===== config.mk =====
export PLATFORM = sky130hd
export DESIGN_NAME = protobuf_wire_stream_parser_top
export DESIGN_NICKNAME = d
export VERILOG_FILES = /design/src/rtl/pbws_pkg.sv /design/src/rtl/pbws_core.sv /design/src/rtl/pbws_out_fifo.sv /design/src/rtl/protobuf_wire_stream_parser_top.sv
export SDC_FILE = /design/constraint.sdc
export NUM_CORES = 1
export LEC_CHECK = 0
export BUFFER_PORTS_ARGS = -buffer_cell sky130_fd_sc_hd__buf_2
export CAP_MARGIN = 20
export CORE_UTILIZATION = 35
export DETAILED_ROUTE_END_ITERATION = 16
export GPL_ROUTABILITY_DRIVEN = 0
export PLACE_DENSITY_LB_ADDON = 0.08
export SKIP_CTS_REPAIR_TIMING = 1
export SYNTH_ARGS = -nofsm -noshare
export SYNTH_HDL_FRONTEND = slang
export SYNTH_SLANG_ARGS = --single-unit

===== constraint.sdc =====
create_clock -name clk_i -period 5.1 [get_ports clk_i]
set_input_delay 0.255 -clock clk_i [delete_from_list [all_inputs] [get_ports clk_i]]
set_output_delay 0.255 -clock clk_i [all_outputs]
set_load 0.01 [all_outputs]

===== src/rtl/pbws_pkg.sv =====
// Package with the item types, result codes and push bundle of the wire stream parser.
package pbws_pkg;

  typedef enum logic [1:0] {
    KIND_VARINT  = 2'd0,
    KIND_LENGTH  = 2'd1,
    KIND_PAYLOAD = 2'd2,
    KIND_DONE    = 2'd3
  } kind_e;

  typedef enum logic [1:0] {
    ST_VALID     = 2'd0,
    ST_TRUNCATED = 2'd1,
    ST_TOO_LONG  = 2'd2,
    ST_BAD_WIRE  = 2'd3
  } status_e;

  localparam logic [2:0] WIRE_VINT = 3'd0;
  localparam logic [2:0] WIRE_I64  = 3'd1;
  localparam logic [2:0] WIRE_LEN  = 3'd2;
  localparam logic [2:0] WIRE_I32  = 3'd5;

  localparam logic [7:0] CFG_KNOWN_MASK  = 8'd0;
  localparam logic [7:0] CFG_BYTES_MASK  = 8'd1;
  localparam logic [7:0] CFG_ZIGZAG_MASK = 8'd2;

  typedef struct packed {
    logic [7:0] byte_value;
    logic       byte_present;
    logic       end_of_message;
  } in_item_t;

  typedef struct packed {
    logic [1:0]  result_kind;
    logic [4:0]  field_number;
    logic [2:0]  wire_kind;
    logic [63:0] field_value;
    logic [7:0]  payload_byte;
    logic        last_in_field;
    logic [1:0]  status;
    logic        last_of_run;
  } res_item_t;

  // Results that one accepted item hands to the output queue.
  typedef struct packed {
    logic [1:0] count;
    res_item_t  first;
    res_item_t  second;
  } push_t;

endpackage


===== src/rtl/pbws_core.sv =====
// Parser state registers and the per-byte decode logic of the wire stream parser.
module pbws_core (
  input  logic             clk_i,
  input  logic             rst_ni,
  input  logic             accept_i,
  input  pbws_pkg::in_item_t item_i,
  input  logic [31:0]      known_mask_i,
  input  logic [31:0]      bytes_mask_i,
  input  logic [31:0]      zigzag_mask_i,
  output pbws_pkg::push_t  push_o
);
  import pbws_pkg::*;

  localparam logic [2:0] PH_TAG     = 3'd0;
  localparam logic [2:0] PH_VALUE   = 3'd1;
  localparam logic [2:0] PH_LENGTH  = 3'd2;
  localparam logic [2:0] PH_PAYLOAD = 3'd3;
  localparam logic [2:0] PH_ERROR   = 3'd4;

  logic [2:0]  phase_q, phase_d;
  logic [63:0] acc_q, acc_d;
  logic [6:0]  shift_q, shift_d;
  logic [4:0]  field_q, field_d;
  logic        sel_q, sel_d;
  logic [2:0]  wire_q, wire_d;
  logic [63:0] remain_q, remain_d;
  logic [1:0]  err_q, err_d;

  logic [63:0] acc_or;
  logic [6:0]  shift_sum;
  logic [63:0] rem_dec;
  logic [31:0] zz;
  logic        byte_vld;
  res_item_t   byte_res;
  res_item_t   done_res;
  logic [1:0]  done_st;

  always_comb begin
    phase_d  = phase_q;
    acc_d    = acc_q;
    shift_d  = shift_q;
    field_d  = field_q;
    sel_d    = sel_q;
    wire_d   = wire_q;
    remain_d = remain_q;
    err_d    = err_q;
    byte_vld = 1'b0;
    byte_res = '0;
    done_res = '0;
    done_st  = ST_VALID;
    push_o   = '0;

    // In the varint phases the shift never exceeds 63, so six bits index it.
    acc_or    = acc_q | ({57'd0, item_i.byte_value[6:0]} << shift_q[5:0]);
    shift_sum = shift_q + 7'd7;
    rem_dec   = (remain_q == 64'd0) ? 64'd0 : remain_q - 64'd1;
    zz        = acc_or[31:0];

    byte_res.field_number = field_q;
    byte_res.wire_kind    = wire_q;

    if (item_i.byte_present) begin
      unique case (phase_q)
        PH_TAG, PH_VALUE, PH_LENGTH: begin
          if (item_i.byte_value[7]) begin
            acc_d   = acc_or;
            shift_d = shift_sum;
            if (shift_sum[6]) begin
              err_d   = ST_TOO_LONG;
              phase_d = PH_ERROR;
            end
          end else begin
            acc_d   = 64'd0;
            shift_d = 7'd0;
            if (phase_q == PH_TAG) begin
              field_d = acc_or[7:3];
              wire_d  = acc_or[2:0];
              sel_d   = 1'b0;
              if (acc_or[63:8] == 56'd0 && known_mask_i[acc_or[7:3]]) begin
                sel_d = bytes_mask_i[acc_or[7:3]] ? (acc_or[2:0] == WIRE_LEN)
                                                  : (acc_or[2:0] == WIRE_VINT);
              end
              case (acc_or[2:0])
                WIRE_VINT: phase_d = PH_VALUE;
                WIRE_LEN:  phase_d = PH_LENGTH;
                WIRE_I64: begin
                  remain_d = 64'd8;
                  phase_d  = PH_PAYLOAD;
                end
                WIRE_I32: begin
                  remain_d = 64'd4;
                  phase_d  = PH_PAYLOAD;
                end
                default: begin
                  err_d   = ST_BAD_WIRE;
                  phase_d = PH_ERROR;
                end
              endcase
            end else if (phase_q == PH_VALUE) begin
              byte_vld             = sel_q;
              byte_res.result_kind = KIND_VARINT;
              byte_res.field_value = zigzag_mask_i[field_q]
                                   ? {32'd0, (zz >> 1) ^ {32{zz[0]}}} : acc_or;
              phase_d              = PH_TAG;
            end else begin
              byte_vld             = sel_q;
              byte_res.result_kind = KIND_LENGTH;
              byte_res.field_value = acc_or;
              if (acc_or == 64'd0) begin
                phase_d = PH_TAG;
              end else begin
                remain_d = acc_or;
                phase_d  = PH_PAYLOAD;
              end
            end
          end
        end
        PH_PAYLOAD: begin
          byte_vld               = sel_q;
          byte_res.result_kind   = KIND_PAYLOAD;
          byte_res.payload_byte  = item_i.byte_value;
          byte_res.last_in_field = (remain_q == 64'd1);
          remain_d               = rem_dec;
          if (rem_dec == 64'd0) begin
            phase_d = PH_TAG;
          end
        end
        default: begin
        end
      endcase
    end

    // Status looks at the state the byte of the same item left behind.
    done_st = err_d;
    if (err_d == ST_VALID && (phase_d != PH_TAG || shift_d != 7'd0)) begin
      done_st = ST_TRUNCATED;
    end
    done_res.result_kind = KIND_DONE;
    done_res.status      = done_st;
    done_res.last_of_run = 1'b1;

    if (item_i.end_of_message) begin
      phase_d  = PH_TAG;
      acc_d    = 64'd0;
      shift_d  = 7'd0;
      field_d  = 5'd0;
      sel_d    = 1'b0;
      wire_d   = 3'd0;
      remain_d = 64'd0;
      err_d    = ST_VALID;
    end

    if (accept_i) begin
      if (byte_vld) begin
        push_o.first             = byte_res;
        push_o.first.last_of_run = !item_i.end_of_message;
        push_o.second            = done_res;
        push_o.count             = item_i.end_of_message ? 2'd2 : 2'd1;
      end else if (item_i.end_of_message) begin
        push_o.first = done_res;
        push_o.count = 2'd1;
      end
    end
  end

  always_ff @(posedge clk_i or negedge rst_ni) begin
    if (!rst_ni) begin
      phase_q  <= PH_TAG;
      acc_q    <= 64'd0;
      shift_q  <= 7'd0;
      field_q  <= 5'd0;
      sel_q    <= 1'b0;
      wire_q   <= 3'd0;
      remain_q <= 64'd0;
      err_q    <= ST_VALID;
    end else if (accept_i) begin
      phase_q  <= phase_d;
      acc_q    <= acc_d;
      shift_q  <= shift_d;
      field_q  <= field_d;
      sel_q    <= sel_d;
      wire_q   <= wire_d;
      remain_q <= remain_d;
      err_q    <= err_d;
    end
  end

`ifndef NO_ASSERTIONS
  a_err_in_error_phase: assert property (@(posedge clk_i) disable iff (!rst_ni)
    (err_q != ST_VALID) |-> (phase_q == PH_ERROR))
    else $error("error status set outside the error phase");

  a_eom_clears: assert property (@(posedge clk_i) disable iff (!rst_ni)
    (accept_i && item_i.end_of_message) |=> (phase_q == PH_TAG && shift_q == 7'd0))
    else $error("parse state not cleared after end of message");

  a_shift_in_range: assert property (@(posedge clk_i) disable iff (!rst_ni)
    (phase_q != PH_ERROR) |-> (shift_q <= 7'd63))
    else $error("varint shift out of range outside the error phase");
`endif

endmodule


===== src/rtl/pbws_out_fifo.sv =====
// Four-entry result queue: up to two results in, one out per unstalled cycle.
module pbws_out_fifo (
  input  logic                clk_i,
  input  logic                rst_ni,
  input  pbws_pkg::push_t     push_i,
  output logic                full_o,
  output logic                out_valid_o,
  input  logic                out_stall_i,
  output pbws_pkg::res_item_t out_data_o
);
  import pbws_pkg::*;

  res_item_t  mem_q [4];
  logic [1:0] wr_ptr_q, wr_ptr_d;
  logic [1:0] rd_ptr_q, rd_ptr_d;
  logic [2:0] cnt_q, cnt_d;
  logic       pop;

  assign pop         = out_valid_o && !out_stall_i;
  assign out_valid_o = (cnt_q != 3'd0);
  assign out_data_o  = mem_q[rd_ptr_q];
  // Room for a two-result request is required before any request is taken.
  assign full_o      = (cnt_q > 3'd2);

  always_comb begin
    wr_ptr_d = wr_ptr_q + push_i.count;
    rd_ptr_d = rd_ptr_q + {1'b0, pop};
    cnt_d    = cnt_q + {1'b0, push_i.count} - {2'd0, pop};
  end

  always_ff @(posedge clk_i) begin
    if (push_i.count != 2'd0) begin
      mem_q[wr_ptr_q] <= push_i.first;
    end
    if (push_i.count == 2'd2) begin
      mem_q[wr_ptr_q + 2'd1] <= push_i.second;
    end
  end

  always_ff @(posedge clk_i or negedge rst_ni) begin
    if (!rst_ni) begin
      wr_ptr_q <= 2'd0;
      rd_ptr_q <= 2'd0;
      cnt_q    <= 3'd0;
    end else begin
      wr_ptr_q <= wr_ptr_d;
      rd_ptr_q <= rd_ptr_d;
      cnt_q    <= cnt_d;
    end
  end

`ifndef NO_ASSERTIONS
  a_no_overflow: assert property (@(posedge clk_i) disable iff (!rst_ni)
    (push_i.count != 2'd0) |-> !full_o)
    else $error("result pushed into a full queue");

  a_count_bound: assert property (@(posedge clk_i) disable iff (!rst_ni)
    cnt_q <= 3'd4)
    else $error("queue count out of range");

  a_pair_ends_done: assert property (@(posedge clk_i) disable iff (!rst_ni)
    (push_i.count == 2'd2) |-> (push_i.second.result_kind == KIND_DONE
                                && !push_i.first.last_of_run))
    else $error("second result of a request is not a done result");
`endif

endmodule


===== src/rtl/protobuf_wire_stream_parser_top.sv =====
// The results of an accepted request are registered in the output queue of four entries.
// The parser takes one request per cycle while each yields at most one result and the
// output is not stalled; a request with a byte result and a done result yields two, and
// the one-result-per-cycle queue stalls the input once it holds more than two results.
// Reset (asynchronous, active low) restores the masks and parse state and empties the queue.
// Top level of the wire stream parser: configuration registers, decode core and result queue.
module protobuf_wire_stream_parser_top (
  input  logic                clk_i,
  input  logic                rst_ni,
  input  logic                in_valid_i,
  output logic                in_stall_o,
  input  pbws_pkg::in_item_t  in_data_i,
  output logic                out_valid_o,
  input  logic                out_stall_i,
  output pbws_pkg::res_item_t out_data_o,
  input  logic                cfg_valid_i,
  output logic                cfg_ready_o,
  input  logic [7:0]          cfg_index_i,
  input  logic [31:0]         cfg_data_i
);
  import pbws_pkg::*;

  logic [31:0] known_mask_q;
  logic [31:0] bytes_mask_q;
  logic [31:0] zigzag_mask_q;
  logic        accept;
  logic        full;
  push_t       push;

  assign cfg_ready_o = 1'b1;
  assign in_stall_o  = full;
  assign accept      = in_valid_i && !full;

  always_ff @(posedge clk_i or negedge rst_ni) begin
    if (!rst_ni) begin
      known_mask_q  <= 32'h0000_00FE;
      bytes_mask_q  <= 32'h0000_00F6;
      zigzag_mask_q <= 32'h0000_0008;
    end else if (cfg_valid_i && cfg_ready_o) begin
      unique case (cfg_index_i)
        CFG_KNOWN_MASK:  known_mask_q  <= cfg_data_i;
        CFG_BYTES_MASK:  bytes_mask_q  <= cfg_data_i;
        CFG_ZIGZAG_MASK: zigzag_mask_q <= cfg_data_i;
        default: begin
        end
      endcase
    end
  end

  pbws_core u_core (
    .clk_i         (clk_i),
    .rst_ni        (rst_ni),
    .accept_i      (accept),
    .item_i        (in_data_i),
    .known_mask_i  (known_mask_q),
    .bytes_mask_i  (bytes_mask_q),
    .zigzag_mask_i (zigzag_mask_q),
    .push_o        (push)
  );

  pbws_out_fifo u_out_fifo (
    .clk_i       (clk_i),
    .rst_ni      (rst_ni),
    .push_i      (push),
    .full_o      (full),
    .out_valid_o (out_valid_o),
    .out_stall_i (out_stall_i),
    .out_data_o  (out_data_o)
  );

endmodule

==> results.md <==
- Run status: finished, final reports clean
- Commonest cells after routing, fill and taps aside: sky130_fd_sc_hd__nand2_1, sky130_fd_sc_hd__o21ai_0, sky130_fd_sc_hd__dfxtp_1
- Overall routing resource usage: 0.247
- HPWL after DPL: between 70 and 80 mm
- Clk root buf: sky130_fd_sc_hd__clkbuf_16
- Combinational fraction of design power: 0.416
- Synthesized instance count: ~2900
- Detailed-router iteration count before antenna repair: 6
- Core area: 0.0805 sq mm
- Number of diodes added for antenna fixing: 0
- Reg clk slew, reported paths: roughly 0.06 ns
- # H-tree levels: 3
- Final Routed Wirelength: slightly above 100 mm
- Layout cells sized above 1: 0.204
- Mapped cell area: between 0.02 and 0.03 sq mm
- Number of DRC violations after detailed-routing iteration 0: a little over 2000
- GRT Residual Overflow: 0
- Number of core rows: ~100
- Sw frac: 0.411
- Synthesis-stage register bit count: approximately 600
- Detailed-route vias per instance: about 5.8
- Max-slew violation count: 0
- Ratio of total power to cell area: ~550 mW/mm^2
- Logic depth of the worst register-to-register path: 10
- Post-route setup TNS: 0 ns
- Data required time of the critical path: roughly 5.6 ns
- # port buffers: about 140
- Clock latency reported for the late side of the worst-skew pair: approximately 0.62 ns
- Via count: between 20000 and 25000
- Skew final: roughly 0.033 ns
- Count of yosys warnings during synthesis: 0
- Worst stage delay on the critical path: between 0.7 and 0.8 ns
- Commonest register cell after synthesis: sky130_fd_sc_hd__dfxtp_1
- Unrepaired setup endpoints after global routing: false
- Slew @ Worst Pin: 1.12 ns
- Setup violators final: 0
- Final hold vios: 0
- Layout Cells excl Fill: just over 4000
- Async set or reset register ratio after synthesis: 0.423
- TritonCTS Buffers: 71
- WS Path Type: reg2reg
- Total nets after synthesis: approximately 3000
- Count of boundary I/O pins: ~140
- Synth cell types: 86
- Highest ir drop seen on vdd: 0.000300 V
- DRC errors left: 0
- Post-layout instance area: between 0.03 and 0.04 sq mm
- Buffers from clock root to sink, at most: 3
- TritonCTS sink count: around 600
- Share of the synthesized area in the top cell type: 0.228
- Height of the die: around 290 um
- Mean post-synth cell area: between 9 and 10 sq um
- Minimum setup slack among reg-to-reg paths: ~0.24 ns
- Effective utilization at floorplan: 0.353
- Synth area leaders: sky130_fd_sc_hd__dfxtp_1, sky130_fd_sc_hd__dfrtp_1, sky130_fd_sc_hd__mux4_2, sky130_fd_sc_hd__o21ai_0, sky130_fd_sc_hd__nand2_1
- Power dissipated by switching net loads: 7.47 mW
- Vias in the first global route: roughly 24000
- Internal power: 10.7 mW
- Share of the clock period used by the worst path: 0.954
- Leakage component of the power: 13.4 nW
- EDFF count, synth: 20
- Relative slew slack: 0.249
- Placed Area: between 0.03 and 0.04 sq mm
- Post-detailed-route count of antenna-violating nets: 0
- Area growth from synthesis to layout: 16.9%
- Worst Hold Launch: in_data_i[3]
- Maximum fanout encountered on the critical timing path: 21
- Initial antenna violation count: 0
- Width of the die: ~290 um
- Sequential power share: 0.295
- Post-synth top area cell: sky130_fd_sc_hd__dfxtp_1
- Global-route wire length before repair: around 150 mm
- Most numerous cell on the critical path: sky130_fd_sc_hd__o32ai_1
- Total instance count after detailed placement: 3962
- Power share of the clock group: 0.289
- Pin count of the biggest net entering global routing: roughly 110
- Critical-path top delay cell: sky130_fd_sc_hd__dfrtp_1
- Worst Hold Margin: between 0.015 and 0.02 ns
- Critical path data arrival time: around 5.4 ns
- Number of nets in the layout: a little over 3000
- Final routed wire length divided by cell count: roughly 25 um
- Worst min path class: in2reg
- Sequential share of the synthesized area: 0.471
- Hold Path End: u_out_fifo.mem_q[3][5]$_SDFFE_PP0P_
- Most common library cell in the layout ignoring fill and taps: sky130_fd_sc_hd__nand2_1
- Kind of capture point of the worst setup path: flop
- Full die area: approximately 0.08 sq mm
- RR Startpoint: u_core.shift_q[1]$_DFFE_PN0P_
- Worst Setup Start Kind: flop
- Min Clock Period, post-route: approximately 4.9 ns
- Max frequency: a little over 200 MHz
- Critical path cell sequence: mux2i_1, o32ai_1, o32ai_1, nor4bb_1, nand4_1, or4b_4, or4_4, and3_1, a21boi_0, a221o_1
- Max-capacitance violation count: 0
- Number of cells on the worst hold path: 2
- CTS tree: built
- Worst r2r dst: u_core.remain_q[47]$_DFFE_PN0P_
power by group through the flow:
stage | Combinational [mW] | Clock (mW) | Sequential [mW]
2_1_floorplan | 5.00 | 0 | 5.09
3_5_place_dp | 7.45 | 0 | 5.45
5_1_grt | 8.08 | 5.57 | 5.40
3_3_place_gp | 7.46 | 0 | 5.45
6_report | 7.56 | 5.25 | 5.37
4_1_cts | 7.49 | 5.37 | 5.36
registers in the layout, indices dropped and copies added (netlist names):
signal / cells
bytes_mask_q: 32
known_mask_q: 32
u_core.acc_q: 64
u_core.err_q: 2
u_core.field_q: 5
u_core.phase_q: 3
u_core.remain_q: 64
u_core.sel_q: 1
u_core.shift_q: 7
u_core.wire_q: 3
u_out_fifo.cnt_q: 3
u_out_fifo.mem_q: 344
u_out_fifo.rd_ptr_q: 2
u_out_fifo.wr_ptr_q: 2
zigzag_mask_q: 32
routing by layer:
metal,global-route usage,share of wire,vias to the layer above
li1,-,-,10900
met1,0.349,0.46,12200
met2,0.389,0.46,848
met3,0.0388,0.061,125
met4,0.0660,0.022,0
met5,0,0,-
metrics by stage:
step,power (mW),utilization,worst slack [ns]
2_1_floorplan,10.1,-,1.06
3_3_place_gp,12.9,0.378,0.373
3_5_place_dp,12.9,0.379,0.270
4_1_cts,18.2,0.409,0.266
5_1_grt,19.1,0.413,0.00480
6_report,18.2,0.413,0.237
cell families (layout without fill, tap and decap cells):
group,Yosys count,after routing,share of synthesized area
adders and majority gates,13,13,0.00598
muxes,233,233,0.132
other,1,1,0.000132
AOI/OAI and AO/OA,853,853,0.192
xor gates and xnor gates,74,74,0.0228
DFF,596,596,0.471
buffers and inverters,271,441,0.0379
and+or+nand+nor,851,851,0.138
synth_stat cells, types with 28 or more instances:
cell type / count
sky130_fd_sc_hd__mux4_2: 103
sky130_fd_sc_hd__a21oi_1: 125
sky130_fd_sc_hd__xnor2_1: 48
sky130_fd_sc_hd__nand2_1: 443
sky130_fd_sc_hd__nor3_1: 62
sky130_fd_sc_hd__dfxtp_1: 324
sky130_fd_sc_hd__o21ai_0: 348
sky130_fd_sc_hd__clkbuf_1: 189
sky130_fd_sc_hd__a22o_1: 117
sky130_fd_sc_hd__nor4_1: 44
sky130_fd_sc_hd__mux2_2: 105
sky130_fd_sc_hd__dfrtp_1: 238
sky130_fd_sc_hd__or3_1: 28
sky130_fd_sc_hd__inv_1: 35
sky130_fd_sc_hd__o31ai_1: 53
sky130_fd_sc_hd__nor2_1: 114
critical path: cells and delay by family (launching register included):
| kind | cells | cell delay (ns) |
|---|---|---|
| simple gates | 5 | 2.17 |
| mux | 1 | 0.46 |
| compound gates | 4 | 1.34 |
| flops | 1 | 0.75 |
final cells by class:
type                       instances  area [sq um]
inverter                          38           143
fill                            7828         47300
timing repair buffer             276          1860
sequential                       596         13400
tap                             1060          1330
clock inverter                    21           308
clock buffer                     106          2130
multi-input combinational       2025         14100
worst max-delay path by stage:
stage	from	to	slack (ns)	cells past startpoint
final	u_core.shift_q[1]$_DFFE_PN0P_	u_core.remain_q[47]$_DFFE_PN0P_	0.24	10
after detailed placement	u_core.shift_q[0]$_DFFE_PN0P_	u_core.remain_q[47]$_DFFE_PN0P_	0.27	11
after CTS	u_core.shift_q[0]$_DFFE_PN0P_	u_core.remain_q[47]$_DFFE_PN0P_	0.27	11
after global placement	u_core.shift_q[0]$_DFFE_PN0P_	u_core.remain_q[47]$_DFFE_PN0P_	0.37	11
after global routing	u_core.shift_q[1]$_DFFE_PN0P_	u_core.remain_q[38]$_DFFE_PN0P_	0.005	10
after floorplan	u_core.shift_q[0]$_DFFE_PN0P_	u_out_fifo.mem_q[1][1]$_DFFE_PP_	1.06	14
No activity file was read; power rests on OpenSTA's default activity.
